===== src/design/pfda_pkg.sv =====
// ---------------------------------------------------------------------------
// PID controller package
// Widths, register map, status codes and configuration type.
// ---------------------------------------------------------------------------
package pfda_pkg;

  localparam int SAMPLE_BITS    = 12;
  localparam int GAIN_FRAC_BITS = 8;
  localparam int FC_FRAC_BITS   = 15;

  localparam int GAIN_W  = 16;
  localparam int DRIVE_W = 16;
  localparam int SUM_W   = 32;
  localparam int ERR_W   = SAMPLE_BITS + 1;
  localparam int DIFF_W  = SAMPLE_BITS + 2;
  localparam int P_W     = GAIN_W + 1 + ERR_W;
  localparam int KD_W    = GAIN_W + 1 + DIFF_W;
  localparam int I_W     = GAIN_W + 1 + SUM_W;
  localparam int FCP_W   = GAIN_W + SUM_W;
  localparam int UD_W    = FCP_W + 2;
  localparam int ACC_W   = I_W + 2;

  localparam int NUM_REGS  = 6;
  localparam int REG_IDX_W = 3;
  localparam int ADDR_W    = REG_IDX_W + 2;
  localparam int DATA_W    = 32;

  localparam logic [REG_IDX_W-1:0] REG_KP = REG_IDX_W'(0);
  localparam logic [REG_IDX_W-1:0] REG_KI = REG_IDX_W'(1);
  localparam logic [REG_IDX_W-1:0] REG_KD = REG_IDX_W'(2);
  localparam logic [REG_IDX_W-1:0] REG_FC = REG_IDX_W'(3);
  localparam logic [REG_IDX_W-1:0] REG_UP = REG_IDX_W'(4);
  localparam logic [REG_IDX_W-1:0] REG_LO = REG_IDX_W'(5);

  localparam int STAT_W = 2;
  localparam logic [STAT_W-1:0] STAT_NONE  = STAT_W'(0);
  localparam logic [STAT_W-1:0] STAT_UPPER = STAT_W'(1);
  localparam logic [STAT_W-1:0] STAT_LOWER = STAT_W'(2);

  typedef struct packed {
    logic [GAIN_W-1:0]  prop_gain;
    logic [GAIN_W-1:0]  integ_gain;
    logic [GAIN_W-1:0]  deriv_gain;
    logic [GAIN_W-1:0]  deriv_filter_coeff;
    logic [DRIVE_W-1:0] drive_upper_limit;
    logic [DRIVE_W-1:0] drive_lower_limit;
  } cfg_t;

  localparam cfg_t CFG_RESET = '{
    prop_gain:          GAIN_W'(256),
    integ_gain:         GAIN_W'(0),
    deriv_gain:         GAIN_W'(0),
    deriv_filter_coeff: GAIN_W'(0),
    drive_upper_limit:  {1'b0, {(DRIVE_W-1){1'b1}}},
    drive_lower_limit:  {1'b1, {(DRIVE_W-1){1'b0}}}
  };

endpackage


===== src/design/pfda_regs.sv =====
// ---------------------------------------------------------------------------
// PID controller register file
// APB-style configuration registers with read back.
// ---------------------------------------------------------------------------
module pfda_regs
  import pfda_pkg::*;
(
  input  logic              clk,
  input  logic              rst,
  input  logic              psel,
  input  logic              penable,
  input  logic              pwrite,
  input  logic [ADDR_W-1:0] paddr,
  input  logic [DATA_W-1:0] pwdata,
  output logic [DATA_W-1:0] prdata,
  output logic              pready,
  output cfg_t              cfg
);

  logic [REG_IDX_W-1:0] index;
  logic                 wr_en;

  assign pready = 1'b1;
  assign index  = paddr[ADDR_W-1:2];
  assign wr_en  = psel && penable && pwrite && pready;

  always_ff @(posedge clk) begin
    if (rst) begin
      cfg <= CFG_RESET;
    end else if (wr_en) begin
      case (index)
        REG_KP:  cfg.prop_gain          <= pwdata[GAIN_W-1:0];
        REG_KI:  cfg.integ_gain         <= pwdata[GAIN_W-1:0];
        REG_KD:  cfg.deriv_gain         <= pwdata[GAIN_W-1:0];
        REG_FC:  cfg.deriv_filter_coeff <= pwdata[GAIN_W-1:0];
        REG_UP:  cfg.drive_upper_limit  <= pwdata[DRIVE_W-1:0];
        REG_LO:  cfg.drive_lower_limit  <= pwdata[DRIVE_W-1:0];
        default: ;
      endcase
    end
  end

  always_comb begin
    case (index)
      REG_KP:  prdata = DATA_W'(cfg.prop_gain);
      REG_KI:  prdata = DATA_W'(cfg.integ_gain);
      REG_KD:  prdata = DATA_W'(cfg.deriv_gain);
      REG_FC:  prdata = DATA_W'(cfg.deriv_filter_coeff);
      REG_UP:  prdata = DATA_W'(cfg.drive_upper_limit);
      REG_LO:  prdata = DATA_W'(cfg.drive_lower_limit);
      default: prdata = '0;
    endcase
  end

endmodule


===== src/design/pfda_core.sv =====
// ---------------------------------------------------------------------------
// PID controller datapath
// Error, integral, filtered derivative, drive sum and clamp, with the
// controller state that closes the loop from one sample to the next.
// ---------------------------------------------------------------------------
module pfda_core
  import pfda_pkg::*;
(
  input  logic                      clk,
  input  logic                      rst,
  input  logic                      step,
  input  logic [SAMPLE_BITS-1:0]    left_sample,
  input  logic [SAMPLE_BITS-1:0]    right_sample,
  input  cfg_t                      cfg,
  output logic signed [DRIVE_W-1:0] drive,
  output logic [STAT_W-1:0]         clamp_status
);

  localparam logic signed [FCP_W:0] FC_HALF =
    (FCP_W+1)'((1 << FC_FRAC_BITS) >> 1);
  localparam logic signed [ACC_W-1:0] GAIN_HALF =
    ACC_W'((1 << GAIN_FRAC_BITS) >> 1);
  localparam logic signed [SUM_W-1:0] SUM_MAX = {1'b0, {(SUM_W-1){1'b1}}};
  localparam logic signed [SUM_W-1:0] SUM_MIN = {1'b1, {(SUM_W-1){1'b0}}};

  logic signed [ERR_W-1:0]   last_error;
  logic signed [SUM_W-1:0]   error_sum;
  logic signed [SUM_W-1:0]   filtered_deriv;

  logic signed [ERR_W-1:0]   err;
  logic signed [DIFF_W-1:0]  diff;
  logic signed [SUM_W:0]     sum_wide;
  logic signed [SUM_W-1:0]   new_sum;
  logic signed [KD_W-1:0]    kd_term;
  logic signed [FCP_W-1:0]   fc_prod;
  logic signed [FCP_W:0]     fc_rnd;
  logic signed [FCP_W:0]     fc_sh;
  logic signed [UD_W-1:0]    ud;
  logic [UD_W-SUM_W:0]       ud_hi;
  logic signed [SUM_W-1:0]   new_ud;
  logic signed [P_W-1:0]     p_term;
  logic signed [I_W-1:0]     i_term;
  logic signed [ACC_W-1:0]   acc;
  logic signed [ACC_W-1:0]   acc_rnd;
  logic signed [ACC_W-1:0]   drive_full;
  logic signed [ACC_W-1:0]   upper_x;
  logic signed [ACC_W-1:0]   lower_x;

  always_comb begin
    err  = $signed({1'b0, left_sample}) - $signed({1'b0, right_sample});
    diff = DIFF_W'(err) - DIFF_W'(last_error);

    sum_wide = (SUM_W+1)'(error_sum) + (SUM_W+1)'(last_error);
    if (sum_wide[SUM_W] != sum_wide[SUM_W-1]) begin
      new_sum = sum_wide[SUM_W] ? SUM_MIN : SUM_MAX;
    end else begin
      new_sum = sum_wide[SUM_W-1:0];
    end

    kd_term = KD_W'($signed({1'b0, cfg.deriv_gain})) * KD_W'(diff);
    fc_prod = FCP_W'($signed(cfg.deriv_filter_coeff)) * FCP_W'(filtered_deriv);
    fc_rnd  = (FCP_W+1)'(fc_prod) + FC_HALF;
    fc_sh   = fc_rnd >>> FC_FRAC_BITS;
    ud      = UD_W'(kd_term) + UD_W'(fc_sh);
    ud_hi   = ud[UD_W-1:SUM_W-1];
    if ((&ud_hi) || !(|ud_hi)) begin
      new_ud = ud[SUM_W-1:0];
    end else begin
      new_ud = ud[UD_W-1] ? SUM_MIN : SUM_MAX;
    end

    p_term     = P_W'($signed({1'b0, cfg.prop_gain})) * P_W'(err);
    i_term     = I_W'($signed({1'b0, cfg.integ_gain})) * I_W'(new_sum);
    acc        = ACC_W'(p_term) + ACC_W'(i_term) + ACC_W'(new_ud);
    acc_rnd    = acc + GAIN_HALF;
    drive_full = acc_rnd >>> GAIN_FRAC_BITS;

    upper_x = ACC_W'($signed(cfg.drive_upper_limit));
    lower_x = ACC_W'($signed(cfg.drive_lower_limit));
    if (drive_full > upper_x) begin
      drive        = $signed(cfg.drive_upper_limit);
      clamp_status = STAT_UPPER;
    end else if (drive_full < lower_x) begin
      drive        = $signed(cfg.drive_lower_limit);
      clamp_status = STAT_LOWER;
    end else begin
      drive        = drive_full[DRIVE_W-1:0];
      clamp_status = STAT_NONE;
    end
  end

  always_ff @(posedge clk) begin
    if (rst) begin
      last_error     <= '0;
      error_sum      <= '0;
      filtered_deriv <= '0;
    end else if (step) begin
      last_error     <= err;
      filtered_deriv <= new_ud;
      if (clamp_status == STAT_NONE) begin
        error_sum <= new_sum;
      end
    end
  end

endmodule


===== src/design/pid_filtered_derivative_antiwindup.sv =====
// ---------------------------------------------------------------------------
// PID controller with filtered derivative and clamping anti-windup
// Takes one left/right sensor sample pair per transfer and returns one
// clamped drive value and a clamp status per transfer.
// ---------------------------------------------------------------------------
// The block accepts one sample pair in every clock cycle while sample_stall
// is low. A sample is held in an input register and its result in the
// output register; the error, integral, filtered derivative, drive sum and
// clamp are computed between the two in one pass of parallel multipliers
// and adders that also updates the controller state, so the state each
// sample leaves is used by the next one. The output register and the input
// register let a new sample be taken while a result still waits. Gains are
// unsigned Q8.8, the filter coefficient is signed Q1.15, and the integral
// and derivative accumulators saturate at the signed 32-bit bounds.
// Configuration writes belong to idle periods.
module pid_filtered_derivative_antiwindup
  import pfda_pkg::*;
(
  input  logic                      clk,
  input  logic                      rst,
  input  logic                      psel,
  input  logic                      penable,
  input  logic                      pwrite,
  input  logic [ADDR_W-1:0]         paddr,
  input  logic [DATA_W-1:0]         pwdata,
  output logic [DATA_W-1:0]         prdata,
  output logic                      pready,
  input  logic                      sample_valid,
  output logic                      sample_stall,
  input  logic [SAMPLE_BITS-1:0]    left_sample,
  input  logic [SAMPLE_BITS-1:0]    right_sample,
  output logic                      result_valid,
  input  logic                      result_stall,
  output logic signed [DRIVE_W-1:0] drive,
  output logic [STAT_W-1:0]         clamp_status
);

  cfg_t                      cfg;
  logic                      in_valid;
  logic [SAMPLE_BITS-1:0]    left_q;
  logic [SAMPLE_BITS-1:0]    right_q;
  logic                      advance;
  logic                      accept;
  logic signed [DRIVE_W-1:0] drive_next;
  logic [STAT_W-1:0]         clamp_status_next;

  assign advance      = in_valid && (!result_valid || !result_stall);
  assign sample_stall = in_valid && !advance;
  assign accept       = sample_valid && !sample_stall;

  pfda_regs u_regs (
    .clk     (clk),
    .rst     (rst),
    .psel    (psel),
    .penable (penable),
    .pwrite  (pwrite),
    .paddr   (paddr),
    .pwdata  (pwdata),
    .prdata  (prdata),
    .pready  (pready),
    .cfg     (cfg)
  );

  pfda_core u_core (
    .clk          (clk),
    .rst          (rst),
    .step         (advance),
    .left_sample  (left_q),
    .right_sample (right_q),
    .cfg          (cfg),
    .drive        (drive_next),
    .clamp_status (clamp_status_next)
  );

  always_ff @(posedge clk) begin
    if (rst) begin
      in_valid <= 1'b0;
    end else if (accept) begin
      in_valid <= 1'b1;
    end else if (advance) begin
      in_valid <= 1'b0;
    end
  end

  always_ff @(posedge clk) begin
    if (accept) begin
      left_q  <= left_sample;
      right_q <= right_sample;
    end
  end

  always_ff @(posedge clk) begin
    if (rst) begin
      result_valid <= 1'b0;
    end else if (advance) begin
      result_valid <= 1'b1;
    end else if (!result_stall) begin
      result_valid <= 1'b0;
    end
  end

  always_ff @(posedge clk) begin
    if (advance) begin
      drive        <= drive_next;
      clamp_status <= clamp_status_next;
    end
  end

endmodule


===== config.mk =====
export PLATFORM = sky130hd
export DESIGN_NAME = pid_filtered_derivative_antiwindup
export DESIGN_NICKNAME = d
export VERILOG_FILES = /design/src/design/pfda_pkg.sv /design/src/design/pfda_regs.sv /design/src/design/pfda_core.sv /design/src/design/pid_filtered_derivative_antiwindup.sv
export SDC_FILE = /design/constraint.sdc
export NUM_CORES = 2
export LEC_CHECK = 0
export ABC_AREA = 1
export BUFFER_PORTS_ARGS = -buffer_cell sky130_fd_sc_hd__buf_4
export CORE_AREA = 2 2 371 373
export CTS_CLUSTER_SIZE = 14
export DETAILED_ROUTE_END_ITERATION = 16
export DIE_AREA = 0 0 373 375
export MAX_ROUTING_LAYER = met4
export PLACE_DENSITY = 0.69
export SYNTH_ARGS = -nofsm -noshare
export SYNTH_HDL_FRONTEND = slang
export SYNTH_SLANG_ARGS = --single-unit

===== constraint.sdc =====
create_clock -name clk -period 17.45 [get_ports clk]
set_clock_uncertainty 0.1 [all_clocks]
set_input_delay 0.8725 -clock clk [delete_from_list [all_inputs] [get_ports clk]]
set_output_delay 0.8725 -clock clk [all_outputs]
set_load 0.1 [all_outputs]

# Yosys cells after proc, flatten, opt, wreduce, memory -nomap -nowiden
# Index checks and enable logic that the tools add are counted.
word_totals:
  elab_cells: 73
  output_inout_bits: 53
  reg_bits: 217
  input_bits: 68
classes:
  n_reduce_logical: 24
  n_mul: 4
  add_sub_neg: 8
  n_lt_le_gt_ge: 2
  eq_ne: 7
  n_mux: 13
ops:
  columns: ["operator", "count"]
  rows:
  - ["$mux W32", 4]
  - ["$pmux W16 S6", 1]
  - ["$add A50 B32 Y51", 1]
  - ["$add A51 B9 Y51 const B", 1]
  - ["$add A30 B49 Y50", 1]
  - ["$add A48 B16 Y49 const B", 1]
  - ["$mul A17 B32 Y49", 1]
  - ["$mul A16 B32 Y48", 1]
  - ["$gt A43 B16 Y1", 1]
  - ["$lt A43 B16 Y1", 1]
  - ["$add A31 B34 Y35", 1]
  - ["$add A32 B13 Y33", 1]
  - ["$mux W16", 2]
  - ["$mul A17 B14 Y31", 1]
  - ["$mul A17 B13 Y30", 1]
  - ["$reduce_and A19 Y1", 1]
  - ["$reduce_or A19 Y1", 1]
  - ["$reduce_and A2 Y1", 7]
  - ["$sub A13 B13 Y14", 1]
  - ["$sub A12 B12 Y13", 1]
  - ["$eq A3 B2 Y1 const B", 2]
  - ["$eq A3 B3 Y1 const B", 2]
  - ["$logic_and A1 B1 Y1", 5]
  - ["$logic_not A1 Y1", 5]
  - ["9 further kinds", 14]

# Longest topological paths before layout
logic_depth:
  word_depth: 15
  mapped_depth: 93
  depth_no_buf: 90

# Modules after synthesis
# A second synthesis with hierarchy kept.
hier_totals:
  hier_cells: 9028
  hier_area_um2: 69969.6
modules_own_cells:
  columns: ["mod", "instances", "cells_each", "area_per_inst_um2", "seq_area_each_um2"]
  rows:
  - ["pfda_core", 1, 8218, 63808.7, 1541.5]
  - ["pfda_regs", 1, 756, 4808.4, 1921.8]
  - ["pid_filtered_derivative_antiwindup", 1, 54, 1352.5, 1301.2]

# Least setup slack after synthesis
# Ideal clock, no wire load.
synth_path:
  kind: "reg-to-reg"
  startpoint: "register u_core.filtered_deriv[6]"
  endpoint: "register drive[10], data pin"
  n_path_buf: 4
  arrival_time_ps: 17414
  setup_ps: 268
  required_time_ps: 17082
  path_stages_with_launch: 87
  slack_ps: -332
  period_less_slack_ps: 17782
  path_cell_list: "dfxtp_1 > clkbuf_1 > clkbuf_1 > nand2_1 > fa_1 > inv_1 > fa_1 > inv_1 > fa_1 > inv_1 > fa_1 > fa_1 > inv_1 > fa_1 > inv_1 > ha_1 > a21oi_1 > inv_1 > [... 51 more ...] > a21oi_1 > o21ai_0 > nand2_1 > nand2_1 > xor2_1 > ha_1 > nand3_1 > nor3_2 > nand2_1 > nor2_1 > nand2_1 > nand4_1 > nand3_2 > inv_1 > nor2_4 > buf_4 > nand2_1 > o211ai_1"
synth_via:
  elab_chain_len: 12
  word_cells_on_any_way: 15
  classes_between: "add/sub: 4; mul: 1; order compare: 2; mux: 4; reduce/logical: 4"
synth_lines:
  columns: ["element", "line_no", "rtl"]
  rows:
  - ["from (decl)", "pfda_core.sv:28", "logic signed [SUM_W-1:0] filtered_deriv;"]
  - ["from (signal assigned)", "pfda_core.sv:99", "filtered_deriv <= new_ud;"]
  - ["$mul A16 B32 Y48 *", "pfda_core.sv:61", "fc_prod = FCP_W'($signed(cfg.deriv_filter_coeff)) * FCP_W'(filtered_deriv);"]
  - ["$add A48 B16 Y49 *", "pfda_core.sv:62", "fc_rnd = (FCP_W+1)'(fc_prod) + FC_HALF;"]
  - ["$add A31 B34 Y35 *", "pfda_core.sv:64", "ud = UD_W'(kd_term) + UD_W'(fc_sh);"]
  - ["$reduce_or A19 Y1", "pfda_core.sv:66", "if ((&ud_hi) || !(|ud_hi)) begin"]
  - ["$logic_not A1 Y1", "pfda_core.sv:66", null]
  - ["$logic_or A1 B1 Y1", "pfda_core.sv:66", null]
  - ["$mux W32 *", "pfda_core.sv:66", null]
  - ["via u_core.new_ud[31]", "pfda_core.sv:40", "logic signed [SUM_W-1:0] new_ud;"]
  - ["$add A50 B32 Y51 *", "pfda_core.sv:74", "acc = ACC_W'(p_term) + ACC_W'(i_term) + ACC_W'(new_ud);"]
  - ["$add A51 B9 Y51 *", "pfda_core.sv:75", "acc_rnd = acc + GAIN_HALF;"]
  - ["$lt A43 B16 Y1", "pfda_core.sv:83", "end else if (drive_full < lower_x) begin"]
  - ["$mux W16", "pfda_core.sv:83", null]
  - ["$mux W16 *", "pfda_core.sv:80", "if (drive_full > upper_x) begin"]
  - ["via drive_next[10]", "pid_filtered_derivative_antiwindup.sv:44", "logic signed [DRIVE_W-1:0] drive_next;"]
  - ["to (signal assigned)", "pid_filtered_derivative_antiwindup.sv:104", "drive <= drive_next;"]
  - ["to (decl)", "pid_filtered_derivative_antiwindup.sv:34", "output logic signed [DRIVE_W-1:0] drive,"]
# The timed path passes the listed nets; every way through them passes the cells marked *.
# A chain may end at the register's enable or synchronous reset.

# Worst setup path after layout
layout_path:
  startpoint: "register, netlist name u_regs.cfg[42]"
  endpoint: "register u_core.error_sum[2]"
layout_via:
  elab_chain_len: 14
  word_cells_on_any_way: 17
  classes_between: "add/sub: 4; mul: 1; order compare: 2; mux: 4; reduce/logical: 6"
layout_lines:
  columns: ["element", "line_no", "rtl"]
  rows:
  - ["$mul A16 B32 Y48 *", "pfda_core.sv:61", null]
  - ["$add A48 B16 Y49 *", "pfda_core.sv:62", null]
  - ["$add A31 B34 Y35 *", "pfda_core.sv:64", null]
  - ["$reduce_or A19 Y1", "pfda_core.sv:66", null]
  - ["$logic_not A1 Y1", "pfda_core.sv:66", null]
  - ["$logic_or A1 B1 Y1", "pfda_core.sv:66", null]
  - ["$mux W32 *", "pfda_core.sv:66", null]
  - ["via u_core.new_ud[15]", "pfda_core.sv:40", null]
  - ["$add A50 B32 Y51 *", "pfda_core.sv:74", null]
  - ["$add A51 B9 Y51 *", "pfda_core.sv:75", null]
  - ["$lt A43 B16 Y1", "pfda_core.sv:83", null]
  - ["$mux W2", "pfda_core.sv:83", null]
  - ["$mux W2 *", "pfda_core.sv:80", null]
  - ["$logic_not A2 Y1 *", "pfda_core.sv:100", "if (clamp_status == STAT_NONE) begin"]
  - ["$reduce_and A2 Y1 (no line) *", null, null]
  - ["to (signal assigned)", "pfda_core.sv:101", "error_sum <= new_sum;"]
  - ["to (decl)", "pfda_core.sv:27", "logic signed [SUM_W-1:0] error_sum;"]
# Marked as above.

==> flow_summary.ini <==
[timing]
hold_viol = 0
setup_ws_ps = -639
finalSetupViolations = 50
slew_violations = 0
period_needed_ps = 18090
slew_headroom_pct = 14.1
max_clock_freq_mhz = 55.3
rsz0062_at_grt = yes
worst_pin_slew_ps = 1290
fin_tns_setup_ps = -27700
period_share_pct = 104

[critical_path]
timing.critical_path.from_type = register
critPathMaxFanout = 8
end_kind = register
critPathTopFamily = adder cells
cp.arrival_ps = 18540
path_class = register to register
r2r_slack_ps = -640
worst_path_most_repeated_cell = fa_1
max_stage_delay_ps = 630
worstReg2RegEnd = u_core.error_sum[2]
regToRegStartpoint = u_regs.cfg[42]
cp_data_required_time_ps = 17900
crit_path_top_delay_cell = fa_2
cp.buffers_inverters = 25
cp-startpoint = u_regs.cfg[42]
r2r_cells = 92

[yosys]
yosys.area.top_type_share_pct = 42.0
synthAdderAreaFrac_pct = 53.2
synthMuxAreaShare_pct = 0
yosysUniqueCellTypes = 60
synth_top_family_by_area = adder cells
synth_compound_area_share_pct = 6.77
synth-async-reset-ratio_pct = 0
seq_area_frac_synth_pct = 6.92
syn_area_mm2 = 0.0689
yosys_most_used_dff = dfxtp_1
synth_edf_count = 42
synthCells = 8750
synth_warnings = 0
ys_ff_latch = 217
synth_area_leaders = fa_1, inv_1, ha_1
yosys.area.top_type = fa_1
ys_top_cells_by_count = inv_1, nand2_1, fa_1, nor2_1, ha_1
synth-simple-area-share_pct = 16.6
yosysMostFrequentCell = inv_1
synth_xor_area_share_pct = 1.56
syn_area_per_cell_um2 = 7.87

[floorplanning]
start_util_pct = 50.5
rows = 136
die_y_um = 375
die_area_mm2 = 0.140
io_pins = 121
die_w_um = 373
core_area_mm2 = 0.136

[cells_and_area]
area_growth_pct = 18.0
regArea_mm2 = 0.00481
fillers = 11970
finish.utilization_pct = 59.6
drive_gt1_share_pct = 17.2
final_area_mm2 = 0.0813
multiInputGateArea_mm2 = 0.0566
fin_nets = 11474

[worst_hold_path]
hold_class = primary input to register
hold_start = right_sample[1]
whs_endpoint = right_q[1]
holdPathStages = 1

[grt]
grt_pass1_vias = 63286
grt_use_met3_pct = 8.61
gr-max-usage-layer = met2
grtUsageMet1_pct = 48.3
grt_usage_pct = 35.6
grt_start_max_net_pins = 91
grt_use_met2_pct = 53.0
grt-ovfl-total = 0
grt_antenna_before_repair = 10
grt_pass1_wl_um = 370000

[clock_network]
ctsHtreeMaxLevel = 1
clkTransAtPathRegs_ps = 70
clk_latency_ps = 640
clock_sinks = 217
clock_tree.buffer_depth = 3
tritoncts = yes
clk_root_buffer_cell = clkbuf_16
cts_buffers = 30

[detailed_routing]
route.detailed.drc = 0
detail_route.wl_per_cell_um = 21.3
antenna_left = 0
first_pass_iters = 7
viasPerCell = 5.40
num_vias = 60347
wl_um = 238000
drt_iter0_drc = 6139

[outcome]
status = complete, but fails checks
violations = setup timing

[pwr]
max-vdd-ir-drop_mv = 0.863
pwr_density_cell_mw_per_mm2 = 195
p_leak_nw = 41.3

[place]
place.gp.congestion = 1.04
placed_area_mm2 = 0.0760
port_buffers = 85
dp_hpwl_um = 195000

[flow_run]
cap_viol_max_count = 0
[final cells by class]
type / instances / share of cell area, %
Multi-Input combinational cell: 5877 / 69.7
Inverter: 2317 / 10.7
Timing Repair Buffer: 902 / 9.63
Sequential cell: 217 / 5.93
Tap cell: 1794 / 2.76
Clock buffer: 35 / 0.972
Clock inverter: 21 / 0.289
Antenna cell: 9 / 0.0277
[flip-flops by register name, summed over array words and instances, names as in the netlist]
name	count
u_core.last_error	13
left_q	12
u_core.error_sum	32
result_valid	1
in_valid	1
drive	16
clamp_status	2
u_regs.cfg	96
right_q	12
u_core.filtered_deriv	32
[worst reg2reg max path: cells and delay by family, from the launching register on]
family          cells  cell delay, ps
compound gates      9            1360
fa+ha+maj          23           10130
buf+inv            25            2710
flops               1             440
xor+xnor            2             350
simple gates       33            2910
[report_power, final]
part | internal [W] | total [W] | leakage [nW] | switching [W]
Combinational | 0.00616 | 0.0144 | 39.0 | 0.00829
Sequential | 0.000667 | 0.000717 | 1.84 | 0.0000500
Clock | 0.000373 | 0.000659 | 0.499 | 0.000286
[metrics by stage]
step           std cells  hold slack, ps  power (W)  setup slack (ps)
4_1_cts            11135             295     0.0149              -448
2_1_floorplan       8765             357    0.00748              15.6
6_report           11172             313     0.0158              -639
5_1_grt            11169             305     0.0171             -1250
3_5_place_dp       10999             407     0.0128             -1490
3_3_place_gp       10999             403     0.0127             -1350
[worst max-delay path by stage]
| stage | endpoint | slack, ps | cells after the start |
|---|---|---|---|
| global route | u_core.error_sum[26] | -1250 | 87 |
| global placement | u_core.error_sum[5] | -1350 | 89 |
| finish | u_core.error_sum[2] | -640 | 92 |
| CTS | u_core.error_sum[1] | -450 | 93 |
| detailed placement | u_core.error_sum[11] | -1490 | 86 |
| floorplan | drive[10] | 20 | 86 |
[cells in the final DEF (no fill, tap or decap), types with 15 or more instances in the layout]
cell,count
a21o_1,15
nand2_2,97
a21oi_1,354
inv_2,88
o211ai_1,30
buf_4,800
nand2_4,52
a21oi_2,46
nand4_1,28
o21ai_2,19
nor2_1,627
or2_2,36
a31oi_1,20
fa_1,1398
ha_4,61
o22ai_1,16
clkbuf_16,35
o21a_1,29
a21oi_4,17
nand3_2,16
edfxtp_1,42
fa_2,46
conb_1,17
buf_6,35
o21ai_1,30
dfxtp_1,151
nand2_1,1662
xor2_1,65
buf_12,52
ha_1,556
nand3_1,166
xnor2_1,35
nor3_1,26
o21ai_0,203
nor2_4,43
nor2_2,43
dfxtp_2,16
inv_1,2216
[metal layers]
metal | part of all wire (%) | up-vias
met3 | 11 | 482
met1 | 41 | 29976
met2 | 44 | 3045
met5 | 0 | -
met4 | 3.7 | 0
li1 | - | 26844
[cells by family after synthesis]
kind of cell,Yosys count
other cells,2
xor+xnor,123
flops,217
buf+inv,2671
simple gates,2831
fa+ha+maj,2061
compound gates,845
[timing repair]
action | CTS | global route
pin swaps | 176 | 142
hold buffers | 0 | 0
setup endpoints to repair | 50 | 50
gates cloned | 12 | 6
buffers inserted | 77 | 27
gates resized for setup | 549 | 203
Power figures use the tool's default switching activity.
